`src/hdl/cpci_pkg.sv`:
```
`timescale 1ns / 1ps
`default_nettype none
// ----------------------------------------------------------------------------
// cpci_pkg
// Shared widths, CV constant table and divider result type for the
// calibrated pitch to CV interpolator.
// ----------------------------------------------------------------------------
package cpci_pkg;

  localparam int CAL_POINTS_DEF = 40;
  localparam int FREQ_W         = 23;
  localparam int CV_W           = 16;
  localparam int CV_SEL_W       = 7;
  localparam int CV_TABLE_SIZE  = 40;

  // arithmetic widths: dy * (f - x1), then 2*num + den
  localparam int DY_W    = CV_W + 1;
  localparam int DF_W    = FREQ_W + 1;
  localparam int PROD_W  = DY_W + DF_W;
  localparam int ADJ_W   = PROD_W + 1;
  localparam int NUM_W   = ADJ_W + 1;
  localparam int DEN_W   = FREQ_W + 1;
  localparam int DIV_Q_W = 18;
  localparam int SUM_W   = CV_W + 4;

  localparam logic signed [CV_W-1:0] CV_AT_ZERO = -16'sd6554;
  localparam logic signed [CV_W-1:0] CV_MAX     = 16'sd32767;
  localparam logic signed [CV_W-1:0] CV_MIN     = -16'sd32768;

  localparam logic signed [CV_W-1:0] CV_TABLE [CV_TABLE_SIZE] = '{
    -16'sd6554, -16'sd5734, -16'sd5325, -16'sd4506, -16'sd3686,
    -16'sd3277, -16'sd2458, -16'sd1638, -16'sd819,  -16'sd410,
    16'sd410,   16'sd1229,  16'sd1638,  16'sd2458,  16'sd3277,
    16'sd3686,  16'sd4506,  16'sd5325,  16'sd5734,  16'sd6554,
    16'sd7373,  16'sd8192,  16'sd8602,  16'sd9421,  16'sd10240,
    16'sd10650, 16'sd11469, 16'sd12288, 16'sd12698, 16'sd13517,
    16'sd14336, 16'sd14746, 16'sd15565, 16'sd16384, 16'sd17203,
    16'sd17613, 16'sd18432, 16'sd19251, 16'sd19661, 16'sd20480
  };

  typedef struct packed {
    logic                        done;
    logic                        ovf;
    logic                        neg;
    logic signed [DIV_Q_W:0]     quo;
  } div_res_t;

  // CV constant for a table index, clamped at the last entry
  function automatic logic signed [CV_W-1:0] cv_entry(input logic [CV_SEL_W-1:0] i);
    logic [5:0] sel;
    sel = i[5:0];
    if (i >= CV_SEL_W'(CV_TABLE_SIZE - 1)) begin
      return CV_TABLE[CV_TABLE_SIZE-1];
    end
    return CV_TABLE[sel];
  endfunction

endpackage
`default_nettype wire

```
`src/hdl/cpci_cell.sv`:
```
`timescale 1ns / 1ps
`default_nettype none
// ----------------------------------------------------------------------------
// cpci_cell
// One calibration table cell: holds a stored frequency and takes its
// neighbor's word when the row shifts.
// ----------------------------------------------------------------------------
module cpci_cell (
  input  wire logic                       clk,
  input  wire logic                       en,
  input  wire logic [cpci_pkg::FREQ_W-1:0] d,
  output logic      [cpci_pkg::FREQ_W-1:0] q
);
  import cpci_pkg::*;

  always_ff @(posedge clk) begin
    if (en) begin
      q <= d;
    end
  end

endmodule
`default_nettype wire

```
`src/hdl/cpci_chain.sv`:
```
`timescale 1ns / 1ps
`default_nettype none
// ----------------------------------------------------------------------------
// cpci_chain
// Row of table cells. Each shift moves every word one cell toward the head;
// the tail takes shift_in. Feeding the head back rotates the row.
// ----------------------------------------------------------------------------
module cpci_chain #(
  parameter int CAL_POINTS = cpci_pkg::CAL_POINTS_DEF
) (
  input  wire logic                        clk,
  input  wire logic                        shift_en,
  input  wire logic [cpci_pkg::FREQ_W-1:0] shift_in,
  output logic      [cpci_pkg::FREQ_W-1:0] head
);
  import cpci_pkg::*;

  logic [FREQ_W-1:0] cell_q [CAL_POINTS];

  for (genvar k = 0; k < CAL_POINTS; k++) begin : g_cell
    logic [FREQ_W-1:0] cell_d;
    if (k == CAL_POINTS - 1) begin : g_tail
      assign cell_d = shift_in;
    end else begin : g_body
      assign cell_d = cell_q[k+1];
    end
    cpci_cell u_cell (
      .clk (clk),
      .en  (shift_en),
      .d   (cell_d),
      .q   (cell_q[k])
    );
  end

  assign head = cell_q[0];

endmodule
`default_nettype wire

```
`src/hdl/cpci_div.sv`:
```
`timescale 1ns / 1ps
`default_nettype none
// ----------------------------------------------------------------------------
// cpci_div
// Radix-2 restoring divider giving floor(num / den) for den > 0. Quotients
// too large for the result range are flagged as overflow after one check.
// ----------------------------------------------------------------------------
module cpci_div (
  input  wire logic                              clk,
  input  wire logic                              rst,
  input  wire logic                              start,
  input  wire logic signed [cpci_pkg::NUM_W-1:0] num,
  input  wire logic        [cpci_pkg::DEN_W-1:0] den,
  output cpci_pkg::div_res_t                     res
);
  import cpci_pkg::*;

  localparam logic [1:0] D_IDLE = 2'd0;
  localparam logic [1:0] D_CHK  = 2'd1;
  localparam logic [1:0] D_ITER = 2'd2;
  localparam logic [1:0] D_FIN  = 2'd3;
  localparam int CNT_W = $clog2(DIV_Q_W + 1);

  logic [1:0]         phase;
  logic [NUM_W-1:0]   rem;
  logic [NUM_W-1:0]   dsh;
  logic [DIV_Q_W-1:0] quo;
  logic [CNT_W-1:0]   cnt;
  logic               neg;
  logic [NUM_W-1:0]   num_neg;
  logic [DIV_Q_W:0]   quo_up;

  assign num_neg = NUM_W'(-num);
  assign quo_up  = {1'b0, quo} + (DIV_Q_W + 1)'(rem != '0);

  always_ff @(posedge clk) begin
    if (rst) begin
      phase    <= D_IDLE;
      res.done <= 1'b0;
    end else begin
      res.done <= 1'b0;
      case (phase)
        D_IDLE: begin
          if (start) begin
            rem   <= num[NUM_W-1] ? num_neg : NUM_W'(num);
            neg   <= num[NUM_W-1];
            dsh   <= NUM_W'(den) << DIV_Q_W;
            quo   <= '0;
            phase <= D_CHK;
          end
        end
        D_CHK: begin
          // quotient wider than the result range: saturate, skip the steps
          if (rem >= dsh) begin
            res.ovf  <= 1'b1;
            res.neg  <= neg;
            res.quo  <= '0;
            res.done <= 1'b1;
            phase    <= D_IDLE;
          end else begin
            dsh   <= dsh >> 1;
            cnt   <= CNT_W'(DIV_Q_W);
            phase <= D_ITER;
          end
        end
        D_ITER: begin
          if (rem >= dsh) begin
            rem <= rem - dsh;
            quo <= {quo[DIV_Q_W-2:0], 1'b1};
          end else begin
            quo <= {quo[DIV_Q_W-2:0], 1'b0};
          end
          dsh <= dsh >> 1;
          cnt <= cnt - CNT_W'(1);
          if (cnt == CNT_W'(1)) begin
            phase <= D_FIN;
          end
        end
        D_FIN: begin
          // floor for a negative numerator: round the magnitude up
          res.ovf  <= 1'b0;
          res.neg  <= neg;
          res.quo  <= neg ? $signed(-quo_up) : $signed({1'b0, quo});
          res.done <= 1'b1;
          phase    <= D_IDLE;
        end
        default: begin
          phase <= D_IDLE;
        end
      endcase
    end
  end

endmodule
`default_nettype wire

```
`src/hdl/calibrated_pitch_to_cv_interpolator.sv`:
```
`timescale 1ns / 1ps
`default_nettype none
// ----------------------------------------------------------------------------
// calibrated_pitch_to_cv_interpolator
// Builds a frequency calibration table, then maps target frequencies to
// control voltages by piecewise linear interpolation over that table.
// ----------------------------------------------------------------------------
//
//  channel | dir | tdata                        | tuser
//  --------+-----+------------------------------+---------------------------
//  s_*     | in  | [22:0] frequency, Q15.8 Hz   | [0] mode (1 = query)
//  m_*     | out | [15:0] cv, signed Q3.12 V    | [0] calibrated
//
//  Calibration words, and queries that arrive before calibration is done,
//  go straight to the output register. A query after calibration takes
//  one full rotation of the cell row to find the segment, then a
//  multiply, operand preparation and an 18-step restoring division.
//  One word is in flight at a time; a finished result waits in the output
//  register and the next word is taken as soon as that register is loaded.
//  rst is synchronous; the table cells hold no reset value.
//
module calibrated_pitch_to_cv_interpolator #(
  parameter int CAL_POINTS = cpci_pkg::CAL_POINTS_DEF
) (
  input  wire logic        clk,
  input  wire logic        rst,
  input  wire logic        s_tvalid,
  output logic             s_tready,
  input  wire logic [23:0] s_tdata,   // [22:0] frequency
  input  wire logic [0:0]  s_tuser,   // [0] mode
  output logic             m_tvalid,
  input  wire logic        m_tready,
  output logic [15:0]      m_tdata,   // [15:0] cv
  output logic [0:0]       m_tuser    // [0] calibrated
);
  import cpci_pkg::*;

  localparam int IDX_W = $clog2(CAL_POINTS);
  localparam int CNT_W = $clog2(CAL_POINTS + 1);

  localparam logic [2:0] S_IDLE = 3'd0;
  localparam logic [2:0] S_SCAN = 3'd1;
  localparam logic [2:0] S_MUL  = 3'd2;
  localparam logic [2:0] S_PREP = 3'd3;
  localparam logic [2:0] S_SUM  = 3'd4;
  localparam logic [2:0] S_DIV  = 3'd5;
  localparam logic [2:0] S_FIN  = 3'd6;
  localparam logic [2:0] S_OUT  = 3'd7;

  logic [2:0]              state;
  logic [CNT_W-1:0]        cal_index;
  logic                    done_flag;
  logic signed [CV_W-1:0]  held_cv;

  // scan / arithmetic payload
  logic [FREQ_W-1:0]       fq;
  logic [IDX_W-1:0]        scan_k;
  logic                    found;
  logic [IDX_W-1:0]        seg;
  logic [FREQ_W-1:0]       prev;
  logic [FREQ_W-1:0]       x1;
  logic [FREQ_W-1:0]       x2;
  logic signed [CV_W-1:0]  y1;
  logic signed [PROD_W-1:0] prod;
  logic signed [DEN_W-1:0] den;
  logic signed [ADJ_W-1:0] num_adj;
  logic [FREQ_W-1:0]       dabs;
  logic signed [NUM_W-1:0] n_sum;
  logic [DEN_W-1:0]        d_div;
  logic                    div_start;
  div_res_t                div_res;

  // combinational helpers
  logic                    accept;
  logic                    in_mode;
  logic [FREQ_W-1:0]       in_freq;
  logic                    cal_full;
  logic                    cal_write;
  logic [FREQ_W-1:0]       head;
  logic                    chain_en;
  logic [FREQ_W-1:0]       chain_in;
  logic [CV_SEL_W-1:0]     seg_hi;
  logic signed [CV_W-1:0]  y_lo;
  logic signed [CV_W-1:0]  y_hi;
  logic signed [DY_W-1:0]  dy;
  logic signed [DF_W-1:0]  df;
  logic signed [DEN_W-1:0] den_neg;
  logic signed [SUM_W-1:0] cv_sum;
  logic signed [CV_W-1:0]  cv_sat;
  logic                    out_free;

  assign in_mode  = s_tuser[0];
  assign in_freq  = s_tdata[FREQ_W-1:0];
  assign s_tready = (state == S_IDLE);
  assign accept   = s_tvalid && s_tready;
  assign cal_full = (cal_index == CNT_W'(CAL_POINTS));
  assign cal_write = accept && !in_mode && !done_flag && !cal_full;
  assign out_free = !m_tvalid || m_tready;

  // calibration shifts the word in at the tail; a scan rotates the row
  assign chain_en = cal_write || (state == S_SCAN);
  assign chain_in = (state == S_SCAN) ? head : in_freq;

  cpci_chain #(
    .CAL_POINTS (CAL_POINTS)
  ) u_chain (
    .clk      (clk),
    .shift_en (chain_en),
    .shift_in (chain_in),
    .head     (head)
  );

  // segment endpoints and differences
  assign seg_hi = CV_SEL_W'(seg);
  assign y_hi   = cv_entry(seg_hi);
  assign y_lo   = cv_entry(seg_hi - CV_SEL_W'(1));
  assign dy     = DY_W'(y_hi) - DY_W'(y_lo);
  assign df     = $signed({1'b0, fq}) - $signed({1'b0, x1});
  assign den_neg = -den;

  // final add and saturate
  assign cv_sum = SUM_W'(y1) + SUM_W'(div_res.quo);
  always_comb begin
    if (div_res.ovf) begin
      cv_sat = div_res.neg ? CV_MIN : CV_MAX;
    end else if (cv_sum > SUM_W'(CV_MAX)) begin
      cv_sat = CV_MAX;
    end else if (cv_sum < SUM_W'(CV_MIN)) begin
      cv_sat = CV_MIN;
    end else begin
      cv_sat = CV_W'(cv_sum);
    end
  end

  cpci_div u_div (
    .clk   (clk),
    .rst   (rst),
    .start (div_start),
    .num   (n_sum),
    .den   (d_div),
    .res   (div_res)
  );

  // control
  always_ff @(posedge clk) begin
    if (rst) begin
      state     <= S_IDLE;
      cal_index <= '0;
      done_flag <= 1'b0;
      held_cv   <= CV_AT_ZERO;
      div_start <= 1'b0;
    end else begin
      div_start <= 1'b0;
      case (state)
        S_IDLE: begin
          if (accept) begin
            if (!in_mode) begin
              if (!done_flag) begin
                if (!cal_full) begin
                  cal_index <= cal_index + CNT_W'(1);
                  held_cv   <= cv_entry(CV_SEL_W'(cal_index) + CV_SEL_W'(1));
                end else begin
                  // one more measurement after the table is full closes it
                  done_flag <= 1'b1;
                  cal_index <= '0;
                end
              end
              state <= S_OUT;
            end else if (done_flag) begin
              state <= S_SCAN;
            end else begin
              state <= S_OUT;
            end
          end
        end
        S_SCAN: begin
          if (scan_k == IDX_W'(CAL_POINTS - 1)) begin
            state <= S_MUL;
          end
        end
        S_MUL: begin
          if (seg == '0) begin
            held_cv <= CV_AT_ZERO;
            state   <= S_OUT;
          end else if (x1 == x2) begin
            held_cv <= y_lo;
            state   <= S_OUT;
          end else begin
            state <= S_PREP;
          end
        end
        S_PREP: begin
          state <= S_SUM;
        end
        S_SUM: begin
          div_start <= 1'b1;
          state     <= S_DIV;
        end
        S_DIV: begin
          if (div_res.done) begin
            state <= S_FIN;
          end
        end
        S_FIN: begin
          held_cv <= cv_sat;
          state   <= S_OUT;
        end
        S_OUT: begin
          if (out_free) begin
            state <= S_IDLE;
          end
        end
        default: begin
          state <= S_IDLE;
        end
      endcase
    end
  end

  // scan and arithmetic payload
  always_ff @(posedge clk) begin
    case (state)
      S_IDLE: begin
        fq     <= in_freq;
        scan_k <= '0;
        found  <= 1'b0;
      end
      S_SCAN: begin
        // head holds entry scan_k; the last entry catches targets above
        if (!found && ((head >= fq) || (scan_k == IDX_W'(CAL_POINTS - 1)))) begin
          found <= 1'b1;
          seg   <= scan_k;
          x1    <= prev;
          x2    <= head;
        end
        prev   <= head;
        scan_k <= scan_k + IDX_W'(1);
      end
      S_MUL: begin
        y1   <= y_lo;
        prod <= dy * df;
        den  <= $signed({1'b0, x2}) - $signed({1'b0, x1});
      end
      S_PREP: begin
        // fold the sign of the span into the numerator
        if (den[DEN_W-1]) begin
          num_adj <= -ADJ_W'(prod);
          dabs    <= den_neg[FREQ_W-1:0];
        end else begin
          num_adj <= ADJ_W'(prod);
          dabs    <= den[FREQ_W-1:0];
        end
      end
      S_SUM: begin
        // round to nearest: floor((2*num + den) / (2*den))
        n_sum <= $signed({num_adj, 1'b0}) + $signed({{(NUM_W-FREQ_W){1'b0}}, dabs});
        d_div <= {dabs, 1'b0};
      end
      default: begin
      end
    endcase
  end

  // output register
  always_ff @(posedge clk) begin
    if (rst) begin
      m_tvalid <= 1'b0;
    end else begin
      if (state == S_OUT && out_free) begin
        m_tvalid <= 1'b1;
        m_tdata  <= held_cv;
        m_tuser  <= done_flag;
      end else if (m_tready) begin
        m_tvalid <= 1'b0;
      end
    end
  end

endmodule
`default_nettype wire
```
`config.mk`:
```
export PLATFORM = sky130hd
export DESIGN_NAME = calibrated_pitch_to_cv_interpolator
export DESIGN_NICKNAME = d
export VERILOG_FILES = /design/src/hdl/cpci_pkg.sv /design/src/hdl/cpci_cell.sv /design/src/hdl/cpci_chain.sv /design/src/hdl/cpci_div.sv /design/src/hdl/calibrated_pitch_to_cv_interpolator.sv
export SDC_FILE = /design/constraint.sdc
export NUM_CORES = 2
export LEC_CHECK = 0
export ABC_AREA = 0
export CORE_MARGIN = 1
export CORE_UTILIZATION = 60
export DETAILED_ROUTE_END_ITERATION = 6
export DONT_BUFFER_PORTS = 1
export GPL_ROUTABILITY_DRIVEN = 0
export PLACE_DENSITY_LB_ADDON = 0.12
export SLEW_MARGIN = 25
export SYNTH_ARGS = -nofsm -noshare
export SYNTH_HDL_FRONTEND = slang
export SYNTH_SLANG_ARGS = --single-unit
```
`constraint.sdc`:
```
create_clock -name clk -period 52 [get_ports clk]
set_clock_uncertainty 0.15 [all_clocks]
set_input_delay 2.6 -clock clk [delete_from_list [all_inputs] [get_ports clk]]
set_output_delay 2.6 -clock clk [all_outputs]
set_load 0.03 [all_outputs]
```
==> impl_results.md <==
- Library cells used by synthesis: 76
- Row count: 126
- CTS buffer count: 140
- Initial antenna violation count: 1
- Synth Instances: 5385
- Average size of a mapped cell: 13.3 um2
- DIE HEIGHT: 348 um
- Yosys top cell area share: 57.7%
- Residual DRC count: 0
- Final setup viols: 0
- Drt wl/cell: 19.6 um
- Die Wd: 348 um
- DR iter-0 viols: 3107
- TritonCTS clock tree: built
- Total congestion overflow: 0
- Async SR Flop Fraction: 0%
- Htree depth: 4
- P&R area growth vs syn: 9.24%
- # resized after CTS: 0
- Largest net degree at the start of global routing: 205
- Initial Util: 60.7%
- Postcts setup bufs: 0
- Synth Register Bits: 1409
- Hold Buf Count CTS: 0
- Vias in the first global route: 40.1k
- Status: completed
- Post-synth EDFFs: 1378
- RSZ-0062 raised after global routing: no
- Data arrival, critical path: 13680 ps
- CP Class: reg -> reg
- Biggest fanout along the worst timing path: 27
- Critical Path RT: 52370 ps
- Top cell type by total area after synthesis: edfxtp_1
- CTS Buffer Depth: 3
- DP HPWL: 96800 um
- Layout cells sized above 1: 6.74%
- Fmax: 75.2 MHz
- Die area: 121000 um2
- Max-cap check violation count: 0
- Reg clk slew, reported paths: 60 ps
- Dominant synthesized flop cell: edfxtp_1
- Sequential-to-total area share from yosys stat: 58.5%
- First-pass GRT wire length: 219000 um
- # fillers: 8389
- Post-synth net total: 6132
- Fin crit period: 13310 ps
- Antenna Nets Post-Route: 0
- Fin Setup TNS: 0 ps
- Number of port buffers: 0
- Critical-path top delay cell: edfxtp_1
- Final net count: 6184
- Worst-Margin Slew: 1180 ps
- Vias: 40.1k
- Post-synthesis cell area: 71700 um2
- Synth Warn #: 0
- DRT Wirelength: 139000 um
- Critical Path Source Type: flip-flop
- Clock Tree Root: clkbuf_16
- Final Hold Fails: 0
- Fin crit share: 25.6%
- Worst setup EP type: flip-flop
- Slew headroom: 20.9%
- Core area: 118000 um2
- Drt pass-1 iters: 6
- Total global-route track usage: 23.6%
- Clk_lat worst skew: 800 ps
- Final Slew Violations: 0
- Synth area leaders: edfxtp_1, fa_1, ha_1
- Clock sink count: 1409
- Ports: 48
- HP Class: reg -> reg
- DR vias/cell: 5.66
- Max incr delay on CP: 910 ps
==> kinds of logic (layout without fill, tap and decap cells) <==
group,after synthesis,after routing,synth area share [%]
flip-flops,1409,1409,58.5
AND/OR/NAND/NOR,1242,1242,8.01
buffers and inverters,803,967,4.22
AO/OA/AOI/OAI,798,798,7.10
adder cells (fa/ha/maj),718,718,16.8
XOR/XNOR,339,339,4.14
multiplexers,76,76,1.21
other,0,1,0
==> final cells by class <==
class / instances / area (um2) / share of cell area, %
tap: 1536 / 1920 / 2.45
sequential: 1409 / 42000 / 53.6
antenna: 1 / 2.50 / 0.00319
clock buffer: 169 / 3630 / 4.64
timing repair buffer: 59 / 495 / 0.632
multi-input combinational: 3173 / 27000 / 34.4
inverter: 654 / 2450 / 3.13
clock inverter: 85 / 891 / 1.14
==> sequential cells by signal, summed over array words and instances, names as in the netlist, 23 cells and up, named ones only <==
name	cells
x1	23
den	24
x2	23
num_adj	42
u_div.rem	43
dabs	23
prev	23
n_sum	43
u_chain.g_cell.u_cell.q	920
fq	23
prod	41
u_div.dsh	42
==> cells in the final DEF (no fill, tap or decap), types with 28 or more instances in the layout <==
cell type  count
a21o_1       103
a21oi_1      221
a31oi_1       37
and2_1        71
buf_4         55
clkbuf_1      28
clkbuf_16    141
dfxtp_1       31
edfxtp_1    1378
fa_1         407
ha_1         309
inv_1        650
mux2_2        47
nand2_1      417
nand2b_1      53
nand3_1       62
nor2_1       368
nor2b_1       64
nor3_1        48
o21ai_0      182
o31ai_1       35
xnor2_1      237
xor2_1        83
==> synth_stat cells, types with 23 or more instances <==
library cell	number
clkbuf_1	138
fa_1	407
or3_1	26
xor2_1	90
and3_1	26
nor2_1	370
o41ai_1	23
o21ai_0	182
and2_1	71
nand3_1	62
dfxtp_1	31
nor3_1	51
nor2b_1	64
a21o_1	103
inv_1	652
edfxtp_1	1378
nand4_1	26
xnor2_1	249
a21oi_1	222
a31oi_1	38
nand2_1	419
mux2i_1	25
o21a_1	24
ha_1	311
a211oi_1	24
nand2b_1	53
o31ai_1	35
mux2_2	47
==> per-layer routing <==
layer  GRT usage (%)  wire length (um)
met3            4.92              8770
met4            7.97              4080
met2            37.5             64900
met5               0                 0
met1            32.5             61400
==> worst max-delay path, delay by kind of cell, from the launching register on <==
| family | cells | cell delay [ps] |
|---|---|---|
| compound gates | 12 | 3580 |
| xor+xnor | 1 | 100 |
| buf+inv | 7 | 1090 |
| simple gates | 8 | 2020 |
| flops | 1 | 910 |
| mux | 1 | 340 |
| fa+ha+maj | 9 | 4800 |
==> path summary, 6_finish.rpt <==
path	start	to	slack, ps	cells past startpoint
setup reg to reg	seg[2]	prod[39]	38690	38
setup / recovery	seg[2]	prod[39]	38690	38
hold / removal	u_chain.g_cell[20].u_cell.q[20]	u_chain.g_cell[19].u_cell.q[20]	250	0
hold reg to reg	u_chain.g_cell[20].u_cell.q[20]	u_chain.g_cell[19].u_cell.q[20]	250	0
==> through the flow <==
| stage | instance area (um2) | std cells | hold slack (ps) | util, % | setup WS, ps |
|---|---|---|---|---|---|
| floorplan | 71700 | 5385 | 250 | - | 27430 |
| global placement | 73800 | 6829 | 250 | 62.4 | 39110 |
| detailed placement | 73800 | 6830 | 255 | 62.4 | 38920 |
| CTS | 78300 | 7084 | 243 | 66.3 | 38860 |
| global route | 78400 | 7085 | 253 | 66.3 | 37920 |
| finish | 78400 | 7086 | 247 | 66.3 | 38690 |
Power is left out: the tool's default activity adds up to more than one toggle a clock period on the data nets, which glitch-free logic cannot reach.
